--- config.mk ---
export PLATFORM = sky130hd
export DESIGN_NAME = calendar_clock_counter_top
export DESIGN_NICKNAME = d
export VERILOG_FILES = /design/src/rtl/ccc_pkg.sv /design/src/rtl/calendar_clock_counter_top.sv /design/src/rtl/ccc_set_clamp.sv /design/src/rtl/ccc_tick.sv
export SDC_FILE = /design/constraint.sdc
export NUM_CORES = 1
export LEC_CHECK = 0
export BUFFER_PORTS_ARGS = -buffer_cell sky130_fd_sc_hd__buf_4
export CAP_MARGIN = 40
export CORE_MARGIN = 2
export CORE_UTILIZATION = 51
export DETAILED_ROUTE_END_ITERATION = 10
export PLACE_DENSITY = 0.74
export RECOVER_POWER = 50
export SLEW_MARGIN = 25
export SYNTH_ARGS = -nofsm -noshare
export SYNTH_HDL_FRONTEND = slang
export SYNTH_SLANG_ARGS = --single-unit
--- constraint.sdc ---
create_clock -name clk -period 9 [get_ports clk]
set_clock_uncertainty 0.15 [all_clocks]
set_input_delay 1.8 -clock clk [delete_from_list [all_inputs] [get_ports clk]]
set_output_delay 1.8 -clock clk [all_outputs]
set_load 0.05 [all_outputs]
--- src/rtl/ccc_pkg.sv ---
// Package for the calendar clock counter: request and result structs,
// calendar state struct, clamp limits and the month length function.
// No dependencies.
`timescale 1ns / 1ps
`default_nettype none
package ccc_pkg;

  localparam logic KIND_TICK = 1'b0;
  localparam logic KIND_SET  = 1'b1;

  localparam int unsigned YEAR_BASE        = 2000;
  localparam int unsigned YEAR_SPAN        = 2000;
  localparam int unsigned YEAR_LAST_OFFSET = 99;
  localparam int unsigned MONTHS_PER_YEAR  = 12;
  localparam int unsigned MAX_DAY          = 31;
  localparam int unsigned HOURS_PER_DAY    = 24;
  localparam int unsigned MINUTES_PER_HOUR = 60;
  localparam int unsigned SECONDS_PER_MIN  = 60;
  localparam int unsigned FEB_DAYS_LEAP    = 29;
  localparam int unsigned FEB_DAYS         = 28;

  // year / 2000 == (year >> 4) / 125, taken as (x * 4195) >> 19 for 12-bit x
  localparam int unsigned DIV125_MUL   = 4195;
  localparam int unsigned DIV125_SHIFT = 19;

  typedef struct packed {
    logic        kind;
    logic [15:0] set_year;
    logic [7:0]  set_month;
    logic [7:0]  set_day;
    logic [7:0]  set_hour;
    logic [7:0]  set_minute;
    logic [7:0]  set_second;
  } in_item_t;

  typedef struct packed {
    logic [11:0] year;
    logic [3:0]  month;
    logic [4:0]  day;
    logic [4:0]  hour;
    logic [5:0]  minute;
    logic [5:0]  second;
  } out_item_t;

  typedef struct packed {
    logic [6:0] year_offset;
    logic [3:0] month_count;
    logic [4:0] day_count;
    logic [4:0] hour_count;
    logic [5:0] minute_count;
    logic [5:0] second_count;
  } cal_state_t;

  function automatic logic [4:0] days_in_month(input logic [3:0] month, input logic leap);
    logic [4:0] len;
    case (month)
      4'd2:    len = leap ? 5'(FEB_DAYS_LEAP) : 5'(FEB_DAYS);
      4'd4:    len = 5'd30;
      4'd6:    len = 5'd30;
      4'd9:    len = 5'd30;
      4'd11:   len = 5'd30;
      default: len = 5'(MAX_DAY);
    endcase
    return len;
  endfunction

endpackage
`default_nettype wire

--- src/rtl/calendar_clock_counter_top.sv ---
// Top level of the calendar clock counter: input register, calendar state,
// result register. Uses ccc_pkg, ccc_set_clamp and ccc_tick.
//
// Each request (a one-second tick or a calendar set) returns one result: the
// calendar after the request is applied. An accepted request is held in the
// input register, then its result is registered in the result register; one
// request is taken every cycle while the result side keeps up. The calendar
// registers update in the cycle a request leaves the input register, so
// back-to-back requests see each other's effect. A set request takes a year
// modulo 2000 and clamps out-of-range fields to defaults.
`timescale 1ns / 1ps
`default_nettype none
module calendar_clock_counter_top (
  input  wire                 clk,
  input  wire                 rst_n,
  input  wire                 in_valid,
  output logic                in_stall,
  input  ccc_pkg::in_item_t   in_item,
  output logic                out_valid,
  input  wire                 out_stall,
  output ccc_pkg::out_item_t  out_item
);
  import ccc_pkg::*;

  logic       req_valid_r;
  in_item_t   req_r;
  cal_state_t cal_r;
  cal_state_t cal_nxt;
  cal_state_t set_state;
  cal_state_t tick_state;
  logic       out_valid_r;
  out_item_t  out_r;
  out_item_t  out_nxt;
  logic       advance;

  ccc_set_clamp u_set_clamp (
    .req    (req_r),
    .loaded (set_state)
  );

  ccc_tick u_tick (
    .cur (cal_r),
    .nxt (tick_state)
  );

  assign advance  = !out_valid_r || !out_stall;
  assign in_stall = req_valid_r && !advance;

  always_comb begin
    cal_nxt = (req_r.kind == KIND_SET) ? set_state : tick_state;
    out_nxt.year   = 12'(YEAR_BASE) + {5'd0, cal_nxt.year_offset};
    out_nxt.month  = cal_nxt.month_count;
    out_nxt.day    = cal_nxt.day_count;
    out_nxt.hour   = cal_nxt.hour_count;
    out_nxt.minute = cal_nxt.minute_count;
    out_nxt.second = cal_nxt.second_count;
  end

  always_ff @(posedge clk) begin
    if (!rst_n) begin
      req_valid_r       <= 1'b0;
      out_valid_r       <= 1'b0;
      cal_r.year_offset  <= 7'd0;
      cal_r.month_count  <= 4'd1;
      cal_r.day_count    <= 5'd1;
      cal_r.hour_count   <= 5'd0;
      cal_r.minute_count <= 6'd0;
      cal_r.second_count <= 6'd0;
    end else begin
      if (!in_stall) begin
        req_valid_r <= in_valid;
      end
      if (advance) begin
        out_valid_r <= req_valid_r;
      end
      if (advance && req_valid_r) begin
        cal_r <= cal_nxt;
      end
    end
  end

  always_ff @(posedge clk) begin
    if (!in_stall && in_valid) begin
      req_r <= in_item;
    end
    if (advance && req_valid_r) begin
      out_r <= out_nxt;
    end
  end

  assign out_valid = out_valid_r;
  assign out_item  = out_r;

  a_month_range: assert property (@(posedge clk) disable iff (!rst_n)
    cal_r.month_count >= 4'd1 && cal_r.month_count <= 4'(MONTHS_PER_YEAR))
    else $error("calendar month out of range");

  a_time_range: assert property (@(posedge clk) disable iff (!rst_n)
    cal_r.hour_count < 5'(HOURS_PER_DAY) && cal_r.minute_count < 6'(MINUTES_PER_HOUR)
    && cal_r.second_count < 6'(SECONDS_PER_MIN))
    else $error("calendar time out of range");

  a_day_year_range: assert property (@(posedge clk) disable iff (!rst_n)
    cal_r.day_count != 5'd0 && cal_r.year_offset <= 7'(YEAR_LAST_OFFSET))
    else $error("calendar day or year out of range");

  a_result_follows: assert property (@(posedge clk) disable iff (!rst_n)
    req_valid_r && advance |=> out_valid_r && out_r == $past(out_nxt))
    else $error("request did not produce its result");

  a_state_holds: assert property (@(posedge clk) disable iff (!rst_n)
    !(req_valid_r && advance) |=> $stable(cal_r))
    else $error("calendar changed without a request");

endmodule
`default_nettype wire

--- src/rtl/ccc_set_clamp.sv ---
// Set path: reduces the requested year modulo 2000 and clamps every
// requested field to its default when out of range. Uses ccc_pkg.
`timescale 1ns / 1ps
`default_nettype none
module ccc_set_clamp (
  input  ccc_pkg::in_item_t   req,
  output ccc_pkg::cal_state_t loaded
);
  import ccc_pkg::*;

  logic [24:0] quot_prod;
  logic [5:0]  quot;
  logic [16:0] quot_x2000;
  logic [15:0] year_rem;

  always_comb begin
    quot_prod  = 25'(req.set_year[15:4]) * 25'(DIV125_MUL);
    quot       = quot_prod[24:DIV125_SHIFT];
    quot_x2000 = {quot, 11'b0} - {6'b0, quot, 5'b0} - {7'b0, quot, 4'b0};
    year_rem   = req.set_year - quot_x2000[15:0];
  end

  always_comb begin
    loaded.year_offset  = (year_rem <= 16'(YEAR_LAST_OFFSET)) ? year_rem[6:0] : 7'd0;
    loaded.month_count  = (req.set_month == 8'd0 || req.set_month > 8'(MONTHS_PER_YEAR))
                          ? 4'd1 : req.set_month[3:0];
    loaded.day_count    = (req.set_day == 8'd0 || req.set_day > 8'(MAX_DAY))
                          ? 5'd1 : req.set_day[4:0];
    loaded.hour_count   = (req.set_hour >= 8'(HOURS_PER_DAY)) ? 5'd0 : req.set_hour[4:0];
    loaded.minute_count = (req.set_minute >= 8'(MINUTES_PER_HOUR))
                          ? 6'd0 : req.set_minute[5:0];
    loaded.second_count = (req.set_second >= 8'(SECONDS_PER_MIN))
                          ? 6'd0 : req.set_second[5:0];
  end

endmodule
`default_nettype wire

--- src/rtl/ccc_tick.sv ---
// Tick path: advances the calendar by one second with carries through
// minute, hour, day, month and year. Uses ccc_pkg.
`timescale 1ns / 1ps
`default_nettype none
module ccc_tick (
  input  ccc_pkg::cal_state_t cur,
  output ccc_pkg::cal_state_t nxt
);
  import ccc_pkg::*;

  logic [6:0] sec;
  logic [6:0] min;
  logic [5:0] hr;
  logic [5:0] dy;
  logic [4:0] mon;
  logic [7:0] yr;

  always_comb begin
    sec = {1'b0, cur.second_count} + 7'd1;
    min = {1'b0, cur.minute_count};
    hr  = {1'b0, cur.hour_count};
    dy  = {1'b0, cur.day_count};
    mon = {1'b0, cur.month_count};
    yr  = {1'b0, cur.year_offset};
    if (sec >= 7'(SECONDS_PER_MIN)) begin
      sec = 7'd0;
      min = min + 7'd1;
    end
    if (min >= 7'(MINUTES_PER_HOUR)) begin
      min = 7'd0;
      hr  = hr + 6'd1;
    end
    if (hr >= 6'(HOURS_PER_DAY)) begin
      hr = 6'd0;
      dy = dy + 6'd1;
    end
    if (dy > {1'b0, days_in_month(cur.month_count, cur.year_offset[1:0] == 2'b00)}) begin
      dy  = 6'd1;
      mon = mon + 5'd1;
    end
    if (mon > 5'(MONTHS_PER_YEAR)) begin
      mon = 5'd1;
      yr  = yr + 8'd1;
      if (yr > 8'(YEAR_LAST_OFFSET)) begin
        yr = 8'd0;
      end
    end
    nxt.second_count = sec[5:0];
    nxt.minute_count = min[5:0];
    nxt.hour_count   = hr[4:0];
    nxt.day_count    = dy[4:0];
    nxt.month_count  = mon[3:0];
    nxt.year_offset  = yr[6:0];
  end

endmodule
`default_nettype wire

==> impl_metrics.toml <==
[setup_path]
endpoint = "out_item[32]"
path_buf_inv = 10
critPathRequiredTime_ns = 9.02
crit_type = "reg2reg"
worstReg2RegEnd = "out_item[32]"
max_stage_delay_ns = 0.55
crit_path_end_kind = "register"
crit_fanout = 6
crit_cells = 36
cp-start-kind = "register"
critPathSlowestCell = "fa_1"
cp-startpoint = "req_r[54]"
worstPathArrival_ns = 8.63
r2r_setup_slack_ns = 0.39
rr_worst_depth = 36
r2r-start = "req_r[54]"
crit_family = "adder cells"

[clock_tree]
cts_buffers = 17
cts_tree = "done"
root_buffer = "clkbuf_16"
worstSkewPairLatency_ns = 0.43
cts_sinks = 128
holdBufCountCts = 0
htreeDepth = 4
cts_buffer_depth = 2
path_clk_slew_ns = 0.06

[placement]
dp.cells = 1124
gp_congestion = 0.929
portBuffers = 100
place_area_um2 = 9510
dp_hpwl_um = 13100

[route]
num_vias = 6366
drt-vias-per-instance = 5.47
drc = 0
initialDrtViolationCount = 362
wl_um = 18000
wl_per_cell_um = 15.4
drtAntennaViolNets = 0
first_pass_iters = 4

[sta]
setup_violations = 0
hold_viol = 0
period_needed_ns = 8.61
drv_slew = 87
worstMarginPinSlew_ns = 3.18
period_share_pct = 95.7
hold_slack_ns = 0.371
fmax_mhz = 116
slew-limit-headroom_pct = -112

[cells_and_area]
drive_gt1_share_pct = 13.6
mostFrequentLayoutCells = "ha_1, inv_1, edfxtp_1"
fin_area_um2 = 9990
layout_commonest_cell = "ha_1"
final_nets = 1123
syn_to_final_growth_pct = 16.7
instances_no_fill = 1164
antenna_cells = 0
num-fill-cells = 1405

[global_routing]
grt_max_degree = 58
grt_pass1_vias = 6129
antenna_found_initial = 0
grt_pass1_wl_um = 29500
grt_overflow = 0
grt_usage_pct = 20.9

[worst_hold_path]
worstHoldPathType = "reg2reg"
hold_start = "cal_r[17]"

[floorplanning]
die_w_um = 134
row_count = 47
start_util_pct = 51.8
die-area_um2 = 17800
coreArea_um2 = 16500
io_pins = 101
fp.dieH_um = 134

[power_and_ir_drop]
p_leak_nw = 4.25
powerDensity_nw_per_um2 = 200
vdd_drop_max_mv = 0.153
p_total_mw = 2.00

[logic_synthesis]
synth-edff-count = 93
synth_ff_type = "edfxtp_1"
synthArstFlopShare_pct = 0
yosysSeqAreaShare_pct = 40.8
synth.avg_cell_area_um2 = 10.4
yosys_register_bits = 128
synth_cell_type_count = 79
yosysWarnings = 0
syn-num-nets = 1013
synthesis.area_um2 = 8570
synth_cells = 821

[run_status]
status = "finished with violations"
violations = "max-capacitance violations, max-slew violations"

[job]
drv_cap = 2
[power by group]
group	total [mW]	switching [mW]	internal, mW
Sequential	0.696	0.0265	0.670
Clock	0.659	0.252	0.407
Combinational	0.646	0.372	0.274
[tightest hold or removal path: stages, from the launching register on]
cell	delay [ns]
dfxtp_1	0.34
nand2_1	0.07
nand3_1	0.06
[metal layers]
layer	global-route usage, %	part of all wire [%]	vias up
li1	-	-	3159
met1	27.5	46	2996
met2	33.3	47	177
met3	4.72	4.6	34
met4	8.57	2.4	0
met5	0	0	-
[flip-flops by register name, indices dropped and copies added, names as in the netlist]
register,cells
req_valid_r,1
req_r,57
out_valid,1
cal_r,33
out_item,36
[final cells by class]
type	count	area [µm²]	area share, %
Timing Repair Buffer	112	673	6.74
Tap cell	220	275	2.75
Sequential cell	128	3490	35.0
Clock buffer	22	444	4.44
Inverter	98	368	3.68
Clock inverter	10	114	1.14
Multi-Input combinational cell	574	4630	46.3
[per-stage QoR]
step                setup slack, ns  setup TNS, ns  util, %
floorplan                     0.540              0        -
global placement              0.552              0     57.6
detailed placement            0.238              0     57.6
CTS                           0.160              0     60.9
global route                -0.0873        -0.0873     60.5
finish                        0.389              0     60.5
[how the worst min path moves through the flow]
stage,end,slack [ns],depth (start not counted)
2_1_floorplan,out_valid,0.32,2
3_3_place_gp,out_valid,0.34,2
3_5_place_dp,out_valid,0.36,2
4_1_cts,cal_r[17],0.37,2
5_1_grt,cal_r[17],0.39,2
6_report,cal_r[17],0.37,2
[kinds of logic after synthesis]
group,Yosys count,synth area share (%)
simple gates,237,13.9
buf+inv,119,5.65
flops,128,40.8
fa+ha+maj,131,21.2
mux,8,1.02
xor+xnor,35,3.58
compound gates,163,13.9
[synthesized netlist by cell type (4+ instances only)]
| master | instances | area share (%) |
|---|---|---|
| a31oi_1 | 12 | 0.88 |
| nor3b_1 | 18 | 1.6 |
| nor4_1 | 8 | 0.58 |
| xnor2_1 | 22 | 2.2 |
| nor3_1 | 13 | 0.76 |
| dfxtp_1 | 35 | 8.2 |
| o21a_1 | 6 | 0.53 |
| o21ai_0 | 50 | 2.9 |
| nand4_1 | 7 | 0.51 |
| mux2i_1 | 5 | 0.58 |
| nor2_1 | 50 | 2.2 |
| nand3_1 | 29 | 1.7 |
| a22o_1 | 6 | 0.61 |
| a21boi_0 | 7 | 0.61 |
| nand2_1 | 67 | 2.9 |
| clkbuf_1 | 14 | 0.61 |
| ha_1 | 107 | 16 |
| nand2b_1 | 10 | 0.73 |
| buf_6 | 4 | 0.53 |
| a21o_1 | 7 | 0.61 |
| xor2_1 | 13 | 1.3 |
| and3_1 | 5 | 0.37 |
| a21oi_1 | 20 | 1.2 |
| o31ai_1 | 4 | 0.35 |
| edfxtp_1 | 93 | 33 |
| nor2b_1 | 12 | 0.88 |
| fa_1 | 24 | 5.6 |
| and2_1 | 4 | 0.29 |
| inv_1 | 98 | 4.3 |
[repair_timing]
action	in CTS	in global routing
setup buffers	0	5
endpoints found under the setup margin	0	3
resized for setup	0	9
Power figures use the tool's default switching activity.
